**src/rtl/core/stq_pkg.sv**
```systemverilog
`timescale 1ns / 1ps
`default_nettype none
// ----------------------------------------------------------------------------
// stq_pkg: types and codes for the sorted timer queue
// Request and result payloads, store entry layout, event and register codes.
// ----------------------------------------------------------------------------
package stq_pkg;

  localparam logic KIND_SCHEDULE = 1'b0;
  localparam logic KIND_TICK     = 1'b1;

  localparam logic [1:0] EV_FIRE    = 2'd0;
  localparam logic [1:0] EV_REPROG  = 2'd1;
  localparam logic [1:0] EV_REJECT  = 2'd2;

  localparam logic [1:0] REG_MIN_TIMEOUT = 2'd0;
  localparam logic [1:0] REG_MAX_TIMEOUT = 2'd1;

  localparam logic [31:0] MIN_TIMEOUT_RESET = 32'd10;
  localparam logic [31:0] MAX_TIMEOUT_RESET = 32'd1000000;

  typedef struct packed {
    logic        kind;
    logic [63:0] now;
    logic [7:0]  handle;
    logic [31:0] delay;
    logic        oneshot;
  } cmd_t;

  typedef struct packed {
    logic [1:0]  event_res;
    logic [7:0]  fired_handle;
    logic [31:0] timeout;
    logic        last;
  } res_t;

  typedef struct packed {
    logic [63:0] expiry;
    logic [31:0] period;
    logic [7:0]  handle;
  } entry_t;

endpackage
`default_nettype wire

```
**src/rtl/core/stq_timeout.sv**
```systemverilog
`timescale 1ns / 1ps
`default_nettype none
// ----------------------------------------------------------------------------
// stq_timeout: generator timeout from the head entry, max_timeout when empty
// Clamps head-now to min_timeout near the head and saturates to 32 bits.
// ----------------------------------------------------------------------------
module stq_timeout (
  input  wire logic        empty,
  input  wire logic [63:0] head,
  input  wire logic [63:0] now,
  input  wire logic [31:0] min_timeout,
  input  wire logic [31:0] max_timeout,
  output logic      [31:0] timeout
);

  logic [63:0] near_limit;
  logic [63:0] diff;

  assign near_limit = now + {32'd0, min_timeout};
  assign diff       = head - now;

  always_comb begin
    if (empty) begin
      timeout = max_timeout;
    end else if (head <= near_limit) begin
      timeout = min_timeout;
    end else if (diff[63:32] != 32'd0) begin
      timeout = 32'hFFFF_FFFF;
    end else begin
      timeout = diff[31:0];
    end
  end

endmodule
`default_nettype wire

```
**src/rtl/core/sorted_timer_queue.sv**
```systemverilog
`timescale 1ns / 1ps
`default_nettype none
// ----------------------------------------------------------------------------
// sorted_timer_queue: timer store sorted by expiry
// Inserts, drains due timers, re-arms periodic ones and reprograms the tick
// generator, one store entry moved per step through a single-port memory.
//
//   channel   signals                      handshake
//   command   start, busy, cmd             taken when start && !busy
//   result    result_valid, result         one-cycle strobe, no stall
//   config    cfg_valid, cfg_ready, ...    taken when cfg_valid && cfg_ready
//
// Each entry shifted (insert or remove) is read, then written; the reprogram
// step reads the head entry. An empty-store tick passes S_SCAN, S_REPROG and
// S_REPROG_RD, then strobes. A reject strobes in the next cycle and never
// sets busy. Reset clears the count and fired flags and loads the timeout
// registers with defaults; memory contents are not cleared.
// busy drops in the cycle of the last result strobe; results cannot stall.
// ----------------------------------------------------------------------------
module sorted_timer_queue #(
  parameter int TIMER_SLOTS = 16
) (
  input  wire logic          clk,
  input  wire logic          rst,
  input  wire logic          start,
  output logic               busy,
  input  wire stq_pkg::cmd_t cmd,
  output logic               result_valid,
  output stq_pkg::res_t      result,
  input  wire logic          cfg_valid,
  output logic               cfg_ready,
  input  wire logic [1:0]    cfg_index,
  input  wire logic [31:0]   cfg_data
);
  import stq_pkg::*;

  localparam int IDX_W = (TIMER_SLOTS > 1) ? $clog2(TIMER_SLOTS) : 1;
  localparam int CNT_W = $clog2(TIMER_SLOTS + 1);
  localparam logic [CNT_W-1:0] SLOTS_CNT = CNT_W'(TIMER_SLOTS);

  typedef enum logic [3:0] {
    S_IDLE, S_INS_RD, S_INS_CMP, S_SCAN, S_CHECK,
    S_RM_RD, S_RM_WR, S_REPROG, S_REPROG_RD
  } state_t;

  state_t           state;
  cmd_t             req;
  logic [31:0]      min_timeout;
  logic [31:0]      max_timeout;
  logic [CNT_W-1:0] count;
  logic [TIMER_SLOTS-1:0] fired;
  entry_t           new_ent;
  logic             new_fl;
  logic [IDX_W-1:0] ins_i;
  logic [CNT_W-1:0] pos;
  logic [IDX_W-1:0] rm_i;

  entry_t           mem [TIMER_SLOTS];
  entry_t           rd_data;
  logic [IDX_W-1:0] rd_addr;
  logic             rd_en;
  logic             wr_en;
  logic [IDX_W-1:0] wr_addr;
  entry_t           wr_data;

  logic [31:0]      timeout;
  logic [IDX_W-1:0] pos_idx;
  logic [IDX_W-1:0] ins_dn;
  logic [IDX_W-1:0] rm_up;
  logic [CNT_W-1:0] rm_up_cnt;

  assign busy      = (state != S_IDLE);
  assign cfg_ready = 1'b1;
  assign pos_idx   = pos[IDX_W-1:0];
  assign ins_dn    = ins_i - 1'b1;
  assign rm_up     = rm_i + 1'b1;
  assign rm_up_cnt = CNT_W'(rm_i) + 1'b1;

  always_ff @(posedge clk) begin
    if (wr_en) begin
      mem[wr_addr] <= wr_data;
    end
    if (rd_en) begin
      rd_data <= mem[rd_addr];
    end
  end

  stq_timeout u_timeout (
    .empty       (count == '0),
    .head        (rd_data.expiry),
    .now         (req.now),
    .min_timeout (min_timeout),
    .max_timeout (max_timeout),
    .timeout     (timeout)
  );

  // memory port control
  always_comb begin
    rd_en   = 1'b0;
    rd_addr = '0;
    wr_en   = 1'b0;
    wr_addr = ins_i;
    wr_data = new_ent;
    case (state)
      S_INS_RD: begin
        rd_en   = (ins_i != '0);
        rd_addr = ins_dn;
        wr_en   = (ins_i == '0);
      end
      S_INS_CMP: begin
        wr_en = 1'b1;
        if (rd_data.expiry >= new_ent.expiry) begin
          wr_data = rd_data;
        end
      end
      S_SCAN: begin
        rd_en   = 1'b1;
        rd_addr = pos_idx;
      end
      S_RM_RD: begin
        rd_en   = 1'b1;
        rd_addr = rm_up;
      end
      S_RM_WR: begin
        wr_en   = 1'b1;
        wr_addr = rm_i;
        wr_data = rd_data;
      end
      S_REPROG: begin
        rd_en   = 1'b1;
        rd_addr = '0;
      end
      default: ;
    endcase
  end

  always_ff @(posedge clk) begin
    if (rst) begin
      state        <= S_IDLE;
      count        <= '0;
      min_timeout  <= MIN_TIMEOUT_RESET;
      max_timeout  <= MAX_TIMEOUT_RESET;
      result_valid <= 1'b0;
      fired        <= '0;
    end else begin
      result_valid <= 1'b0;
      if (cfg_valid && cfg_ready) begin
        case (cfg_index)
          REG_MIN_TIMEOUT: min_timeout <= cfg_data;
          REG_MAX_TIMEOUT: max_timeout <= cfg_data;
          default: ;
        endcase
      end
      case (state)
        S_IDLE: begin
          if (start) begin
            req   <= cmd;
            fired <= '0;
            pos   <= '0;
            if (cmd.kind == KIND_TICK) begin
              state <= S_SCAN;
            end else if (cmd.handle == 8'd0 || count >= SLOTS_CNT) begin
              result_valid <= 1'b1;
              result       <= '{EV_REJECT, 8'd0, 32'd0, 1'b1};
            end else begin
              new_ent <= '{cmd.now + {32'd0, cmd.delay},
                           cmd.oneshot ? 32'd0 : cmd.delay, cmd.handle};
              new_fl  <= 1'b0;
              ins_i   <= count[IDX_W-1:0];
              state   <= S_INS_RD;
            end
          end
        end
        S_INS_RD: begin
          if (ins_i == '0) begin
            fired[0] <= new_fl;
            count    <= count + 1'b1;
            pos      <= '0;
            state    <= S_SCAN;
          end else begin
            state <= S_INS_CMP;
          end
        end
        S_INS_CMP: begin
          if (rd_data.expiry >= new_ent.expiry) begin
            fired[ins_i] <= fired[ins_dn];
            ins_i        <= ins_dn;
            state        <= S_INS_RD;
          end else begin
            fired[ins_i] <= new_fl;
            count        <= count + 1'b1;
            pos          <= '0;
            state        <= S_SCAN;
          end
        end
        S_SCAN: begin
          if (pos >= count) begin
            state <= S_REPROG;
          end else if (fired[pos_idx]) begin
            pos <= pos + 1'b1;
          end else begin
            state <= S_CHECK;
          end
        end
        S_CHECK: begin
          if (rd_data.expiry > req.now) begin
            state <= S_REPROG;
          end else begin
            result_valid <= 1'b1;
            result       <= '{EV_FIRE, rd_data.handle, 32'd0, 1'b0};
            new_ent      <= '{req.now + {32'd0, rd_data.period},
                              rd_data.period, rd_data.handle};
            new_fl       <= 1'b1;
            rm_i         <= pos_idx;
            state        <= S_RM_RD;
          end
        end
        S_RM_RD: begin
          if (rm_up_cnt >= count) begin
            count <= count - 1'b1;
            pos   <= '0;
            if (new_ent.period != 32'd0) begin
              ins_i <= IDX_W'(count - 1'b1);
              state <= S_INS_RD;
            end else begin
              state <= S_SCAN;
            end
          end else begin
            state <= S_RM_WR;
          end
        end
        S_RM_WR: begin
          fired[rm_i] <= fired[rm_up];
          rm_i        <= rm_up;
          state       <= S_RM_RD;
        end
        S_REPROG: begin
          state <= S_REPROG_RD;
        end
        S_REPROG_RD: begin
          result_valid <= 1'b1;
          result       <= '{EV_REPROG, 8'd0, timeout, 1'b1};
          state        <= S_IDLE;
        end
        default: state <= S_IDLE;
      endcase
    end
  end

  a_count_bound: assert property (@(posedge clk) disable iff (rst)
    count <= SLOTS_CNT) else $error("entry count above slot count");

  a_reject_last: assert property (@(posedge clk) disable iff (rst)
    result_valid && result.event_res == EV_REJECT |-> result.last && !busy)
    else $error("reject result not final");

  a_fire_not_last: assert property (@(posedge clk) disable iff (rst)
    result_valid && result.event_res == EV_FIRE |-> !result.last && busy)
    else $error("fire result marked final");

  a_tick_busy: assert property (@(posedge clk) disable iff (rst)
    start && !busy && cmd.kind == KIND_TICK |=> busy)
    else $error("tick request did not start");

endmodule
`default_nettype wire
```
**config.mk**
```make
export PLATFORM = sky130hd
export DESIGN_NAME = sorted_timer_queue
export DESIGN_NICKNAME = d
export VERILOG_FILES = /design/src/rtl/core/stq_pkg.sv /design/src/rtl/core/stq_timeout.sv /design/src/rtl/core/sorted_timer_queue.sv
export SDC_FILE = /design/constraint.sdc
export NUM_CORES = 2
export LEC_CHECK = 0
export BUFFER_PORTS_ARGS = -buffer_cell sky130_fd_sc_hd__buf_2
export CORE_ASPECT_RATIO = 0.7
export CORE_UTILIZATION = 48
export CTS_CLUSTER_DIAMETER = 80
export DETAILED_ROUTE_END_ITERATION = 10
export PLACE_DENSITY = 0.68
export SLEW_MARGIN = 15
export SYNTH_ARGS = -nofsm -noshare
export SYNTH_HDL_FRONTEND = slang
export SYNTH_HIERARCHICAL = 1
export SYNTH_SLANG_ARGS = --single-unit
```
**constraint.sdc**
```tcl
create_clock -name clk -period 21.7 [get_ports clk]
set_clock_uncertainty 0.2 [all_clocks]
set_input_delay 3.255 -clock clk [delete_from_list [all_inputs] [get_ports clk]]
set_output_delay 3.255 -clock clk [all_outputs]
set_load 0.01 [all_outputs]
```
After elaboration in Yosys (flattened, before gate mapping)

Memories as Yosys holds them, arrays and structs flattened. A register that Yosys moved wholly into a read port is not among the register bits.
Cells that the tools add are included.

Register bits: 315
RAM bits: 1664
Output and inout bits: 46
Logic and storage cells: 182
Input port bits: 144
Memories: 1

Memories:

| name | words | bits a word | rd ports | clocked after memory_dff | write ports | line                     | text |
|---|---|---|---|---|---|---|---|
| mem  | 16    | 104         | 1        | 1                        | 1           | sorted_timer_queue.sv:58 | `entry_t mem [TIMER_SLOTS];` |

$lt $le $gt $ge: 13
Multiplexer cells: 81
Add/sub/neg operators: 10
Bitwise gates (word level): 1
Reductions and logical operators: 34
Equality and inequality tests: 23

Operators with widths:

| operator             | count |
|---|---|
| $mux W104            | 5 |
| $pmux W104 S2        | 2 |
| $add A64 B32 Y64     | 3 |
| $mux W43             | 4 |
| $pmux W43 S3         | 1 |
| $mux W32             | 4 |
| $ge A64 B64 Y1       | 1 |
| $gt A64 B64 Y1       | 1 |
| $le A64 B64 Y1       | 1 |
| $reduce_bool A32 Y1  | 2 |
| $sub A64 B64 Y64     | 1 |
| $mux W4              | 13 |
| $bwmux W16           | 3 |
| $mux W5              | 9 |
| $pmux W15 S3         | 1 |
| $mux W16             | 2 |
| $pmux W4 S8          | 1 |
| $lt A4 B5 Y1 const B | 5 |
| $pmux W5 S5          | 1 |
| $ne A2 B2 Y1 const B | 12 |
| $pmux W4 S3          | 2 |
| $mux W1              | 17 |
| $eq A4 B3 Y1 const B | 4 |
| $reduce_and A8 Y1    | 2 |
| other kinds (39)     | 65 |

Longest topological paths before layout

Depth in word-level cells: 7
Gate-level depth with buffers: 27
Gate-level depth less buffers: 26

Hierarchy

Netlist, hierarchy kept.

Modules (own cells, without submodules):

| module             | cells an instance | times used | area an instance (µm²) |
|---|---|---|---|
| sorted_timer_queue | 7034              | 1          | 91524.0 |
| stq_timeout        | 1316              | 1          | 8748.4 |

Least setup slack after synthesis

Ideal clock, no wire load.

Path kind: in2reg
Start point: input port rst
End point: register new_ent[0] (netlist bit), enable pin
Stages on the path: 4
Path buffers: 2
Path slack: 6.172 ns
Arrival time: 14.465 ns
Required time: 20.636 ns
Cells stage by stage: clkbuf_1 > clkbuf_1 > a21o_1 > nor4b_1

Cells in the longest elaborated chain, start to end: 2

RTL lines:

| element                     | line                      | text |
|---|---|---|
| from (decl)                 | sorted_timer_queue.sv:24  | `input wire logic rst,` |
| $not A1 Y1 (no line)        | -                         |  |
| $reduce_and A6 Y1 (no line) | -                         |  |
| to (signal assigned)        | sorted_timer_queue.sv:166 | `new_ent <= '{cmd.now + {32'd0, cmd.delay},` |
| to (signal assigned)        | sorted_timer_queue.sv:211 | `new_ent <= '{req.now + {32'd0, rd_data.period},` |
| to (decl)                   | sorted_timer_queue.sv:52  | `entry_t new_ent;` |

Every way passes these cells.
A chain may end at the register's enable or synchronous reset.

Worst setup path in the final report

Start point: register req[42] (netlist bit)
End point: register result[31] (netlist bit) (data pin)

Cells in the longest elaborated chain, start to end: 6
Elaborated cells on any way between the ends: 8
Those cells by class: add/sub: 2; order compare: 1; mux: 4; reduce/logical: 1

RTL lines:

| element                                                  | line                      | text |
|---|---|---|
| from (decl)                                              | sorted_timer_queue.sv:47  | `cmd_t req;` |
| from (signal assigned)                                   | sorted_timer_queue.sv:157 | `req <= cmd;` |
| branches (longest 3 deep; another with $add A64 B32 Y64) | -                         |  |
| $mux W32 (*)                                             | stq_timeout.sv:25         | `end else if (head <= near_limit) begin` |
| $mux W32 (*)                                             | stq_timeout.sv:23         | `if (empty) begin` |
| net timeout[30]                                          | sorted_timer_queue.sv:66  | `logic [31:0] timeout;` |
| $pmux W43 S3 (*)                                         | sorted_timer_queue.sv:154 | `case (state)` |
| to (signal assigned)                                     | sorted_timer_queue.sv:164 | `result <= '{EV_REJECT, 8'd0, 32'd0, 1'b1};` |
| to (signal assigned)                                     | sorted_timer_queue.sv:210 | `result <= '{EV_FIRE, rd_data.handle, 32'd0, 1'b0};` |
| to (signal assigned)                                     | sorted_timer_queue.sv:242 | `result <= '{EV_REPROG, 8'd0, timeout, 1'b1};` |
| to (decl)                                                | sorted_timer_queue.sv:29  | `output stq_pkg::res_t result,` |

Mark *: on every way through the listed nets, which the timed path passes.

==> results.py <==
metrics = {
    "placed_design": {
        "placement.setup.worst_slack_ns": 12.85,
        "gp_congestion": 0.972,
        "detailed_place_hpwl_mm": 199,
        "input_output_buffers": 188,
        "postPlaceCellArea_mm2": 0.104,
    },
    "power_and_ir_drop": {
        "power_density_mw_per_mm2": 96.4,
        "peakVddDrop_uv": 75.0,
        "static-leakage-power_uw": 0.0393,
        "power_uw": 10600,
    },
    "routing": {
        "num_vias": 71900,
        "detail_route.wl_per_cell_um": 28.5,
        "avgViaCountPerCell": 6.41,
        "route.antenna.remaining_nets": 0,
        "drcViolationCount": 0,
        "drt-total-wl_mm": 320,
        "pre_repair_dr_iteration_count": 6,
        "drt_first_iter_violations": 9797,
    },
    "floorplanning": {
        "placeableCoreArea_mm2": 0.206,
        "die_w_um": 548,
        "die-area_mm2": 0.211,
        "starting_density_of_the_core": 0.486,
        "die_height_um": 384,
        "io_pins": 190,
        "num_rows": 139,
    },
    "global_route": {
        "grt_pass1_vias": 67000,
        "globalRouteTotalUtil": 0.298,
        "wire_length_of_the_first_global_routing_pass_mm": 463,
        "grt_max_degree": 204,
        "globalRouteOverflowTotal": 0,
        "grt_antenna_before_repair": 26,
    },
    "synth": {
        "synthDominantAreaCellType": "sky130_fd_sc_hd__edfxtp_1",
        "synth.cell_area_mm2": 0.100,
        "netlist_top_cells_count": "1,993 x sky130_fd_sc_hd__edfxtp_1, 1,270 x sky130_fd_sc_hd__nand2_1, 599 x sky130_fd_sc_hd__a21oi_1, 553 x sky130_fd_sc_hd__a211oi_1, 476 x sky130_fd_sc_hd__clkbuf_1",
        "synth_top_cells_by_area": "sky130_fd_sc_hd__edfxtp_1 60%, sky130_fd_sc_hd__nand2_1 4.8%, sky130_fd_sc_hd__ha_1 4.7%",
        "synth_seq_cells": 2083,
        "synth_fp_nets": 8871,
        "post-synth-top-count-cell": "sky130_fd_sc_hd__edfxtp_1",
        "yosysTopAreaCellShare": 0.597,
        "yosys_warnings": 6,
        "synth_edf_count": 1993,
        "synth-main-ff-cell": "sky130_fd_sc_hd__edfxtp_1",
        "synthesized_area_per_cell_um2": 12.0,
        "post_syn_instances": 8350,
        "post_synth_num_cell_types": 103,
        "async_s_r_ff_share_synth": 0,
        "seq_area_frac_synth": 0.615,
    },
    "layout": {
        "syn_to_final_growth_pct": 9.80,
        "layout-drive-gt1-share": 0.0982,
        "layout.nets": 8826,
        "postLayoutCellArea_mm2": 0.110,
        "layout.filler_cells": 17200,
    },
    "clocking": {
        "count_of_hold_buffers_inserted_by_post_cts_repair": 0,
        "clockBufferDepth": 4,
        "clkLatencyLatePin_ns": 0.88,
        "tritoncts_sinks": 2083,
        "clock_tree_from_tritoncts": "yes",
        "number_of_buffers_created_by_cts": 198,
        "h-tree-depth": 4,
        "post-cts-setup-buffers": 0,
        "clock-root-buffer": "sky130_fd_sc_hd__clkbuf_16",
        "cts.repair.resized": 0,
        "clk_transition_reported_paths_ns": 0.07,
    },
    "sta": {
        "max_slew_margin": 0.128,
        "finalSetupViolations": 0,
        "final.min_clock_period_ns": 8.82,
        "layout_worst_path_cycle_share": 0.406,
        "worst_slew_pin_slew_ns": 1.30,
        "fmaxAchievable_mhz": 113,
        "hold_worst_slack_ns": 0.255,
        "setup_total_negative_slack_ns": 0,
        "slew_viol_final": 0,
        "hold_violations": 0,
        "grt_setup_unrepaired": "false",
        "layout_setup_ws_ns": 12.88,
    },
    "worst_setup_path": {
        "crit_arrival_ns": 9.16,
        "timing.setup.critical_path_class": "reg -> reg",
        "timing.critical_path.from_type": "register",
        "worstPathRequired_ns": 22.04,
        "timing.critical_path.to_type": "register",
        "crit_fanout": 33,
    },
    "run_status": {
        "result_of_the_run": "finished, final reports clean",
    },
    "run": {
        "drv_cap": 0,
    },
    "worst_hold_path": {
        "worst_hold_path_type": "reg -> reg",
    },
}
==> layout make-up <==
cell class | instances | area, µm² | area share
repair buffers | 317 | 2070 | 0.0188
clock inverters | 112 | 1130 | 0.0102
inverters | 252 | 948 | 0.00861
diodes | 5 | 12.5 | 0.000114
clock buffers | 245 | 5180 | 0.0471
multi-input cells | 5453 | 35700 | 0.324
flip-flops and latches | 2083 | 61600 | 0.560
well taps | 2749 | 3440 | 0.0312
==> state kept, by name, indices dropped and copies added, names as in the netlist, 5 cells and up <==
register	cells
mem	1664
new_ent	104
rd_data	104
req	64
result	43
max_timeout	32
min_timeout	32
fired	16
count	5
pos	5
==> final timing paths <==
| path | start | endpoint | slack [ns] | cells after the start |
|---|---|---|---|---|
| hold / removal | max_timeout[25]$_SDFFE_PP0P_ | max_timeout[25]$_SDFFE_PP0P_ | 0.26 | 2 |
| hold reg to reg | max_timeout[25]$_SDFFE_PP0P_ | max_timeout[25]$_SDFFE_PP0P_ | 0.26 | 2 |
| setup / recovery | req[42]$_DFFE_PP_ | result[31]$_DFFE_PP_ | 12.88 | 27 |
| setup reg to reg | req[42]$_DFFE_PP_ | result[31]$_DFFE_PP_ | 12.88 | 27 |
==> per-layer routing <==
metal,part of all wire,track usage
met4,0.034,0.0998
met2,0.44,0.444
met5,0.00037,0
met3,0.11,0.0584
met1,0.42,0.435
==> worst max-delay path, stage by stage, from the launching register on <==
cell and delay (ns):
sky130_fd_sc_hd__edfxtp_1 0.51, sky130_fd_sc_hd__ha_1 0.33, sky130_fd_sc_hd__a21o_1 0.11, sky130_fd_sc_hd__a21oi_1 0.09, sky130_fd_sc_hd__o21bai_1 0.15, sky130_fd_sc_hd__a21oi_1 0.13, sky130_fd_sc_hd__nand3b_1 0.26, sky130_fd_sc_hd__a21oi_1 0.44
sky130_fd_sc_hd__o2111ai_1 0.32, sky130_fd_sc_hd__a21oi_1 0.30, sky130_fd_sc_hd__a21o_1 0.64, sky130_fd_sc_hd__nand4_1 0.21, sky130_fd_sc_hd__xnor2_1 0.17, sky130_fd_sc_hd__ha_1 0.31, sky130_fd_sc_hd__nand4_1 0.20, sky130_fd_sc_hd__nor4_1 0.61
sky130_fd_sc_hd__nand3_1 0.27, sky130_fd_sc_hd__nand3b_1 0.38, sky130_fd_sc_hd__a31o_2 0.30, sky130_fd_sc_hd__a21oi_2 0.11, sky130_fd_sc_hd__buf_4 0.38, sky130_fd_sc_hd__o2111ai_1 0.16, sky130_fd_sc_hd__or4_1 0.44, sky130_fd_sc_hd__or4_4 0.56
sky130_fd_sc_hd__nor3_4 0.18, sky130_fd_sc_hd__buf_4 0.51, sky130_fd_sc_hd__a21oi_2 0.11, sky130_fd_sc_hd__and2_1 0.15
==> kinds of logic (layout without fill, tap and decap cells) <==
group                    Yosys count  in the layout  synth area share
buffers and inverters            814            926            0.0320
multiplexers                     165            165            0.0221
XOR/XNOR                         224            224            0.0196
flip-flops                      2083           2083             0.615
AO/OA/AOI/OAI                   2148           2148             0.144
adder cells (fa/ha/maj)          377            377            0.0473
AND/OR/NAND/NOR                 2538           2538             0.120
other                              1              6         0.0000374
==> per-stage QoR <==
stage,utilization,instances
after CTS,0.534,11200
after global routing,0.534,11200
after global placement,0.503,10900
final,0.534,11200
after floorplan,-,8350
after detailed placement,0.503,10900
==> cells in the final DEF, fill, tap and decap left out, types with 35 or more instances in the layout <==
cell                        instances
sky130_fd_sc_hd__mux2i_1           41
sky130_fd_sc_hd__clkbuf_1          44
sky130_fd_sc_hd__edfxtp_1        1993
sky130_fd_sc_hd__a31oi_1          243
sky130_fd_sc_hd__nor4_1            46
sky130_fd_sc_hd__nor3_1            86
sky130_fd_sc_hd__nand3b_1          50
sky130_fd_sc_hd__xnor2_1          143
sky130_fd_sc_hd__o21ai_0          153
sky130_fd_sc_hd__a311oi_1         211
sky130_fd_sc_hd__and3_1           449
sky130_fd_sc_hd__a211oi_1         552
sky130_fd_sc_hd__buf_2            187
sky130_fd_sc_hd__mux2_4            60
sky130_fd_sc_hd__nand3_1           81
sky130_fd_sc_hd__clkbuf_16        200
sky130_fd_sc_hd__a21o_1           125
sky130_fd_sc_hd__nor2b_1           37
sky130_fd_sc_hd__ha_1             373
sky130_fd_sc_hd__a21oi_1          599
sky130_fd_sc_hd__nand2_1         1268
sky130_fd_sc_hd__mux2_2            45
sky130_fd_sc_hd__clkinv_2          36
sky130_fd_sc_hd__dfxtp_1           90
sky130_fd_sc_hd__buf_4            117
sky130_fd_sc_hd__a21oi_2           35
sky130_fd_sc_hd__clkinv_1          36
sky130_fd_sc_hd__xor2_1            81
sky130_fd_sc_hd__nand4_1           90
sky130_fd_sc_hd__and2_1            60
sky130_fd_sc_hd__inv_1            248
sky130_fd_sc_hd__nor2_1           241
==> where the power goes <==
part / switching, µW / internal, µW / total, µW
logic: 1560 / 713 / 2280
registers: 188 / 4700 / 4890
clock network: 1520 / 1940 / 3460
total: 3270 / 7350 / 10600
(Power assumes the default switching activity.)
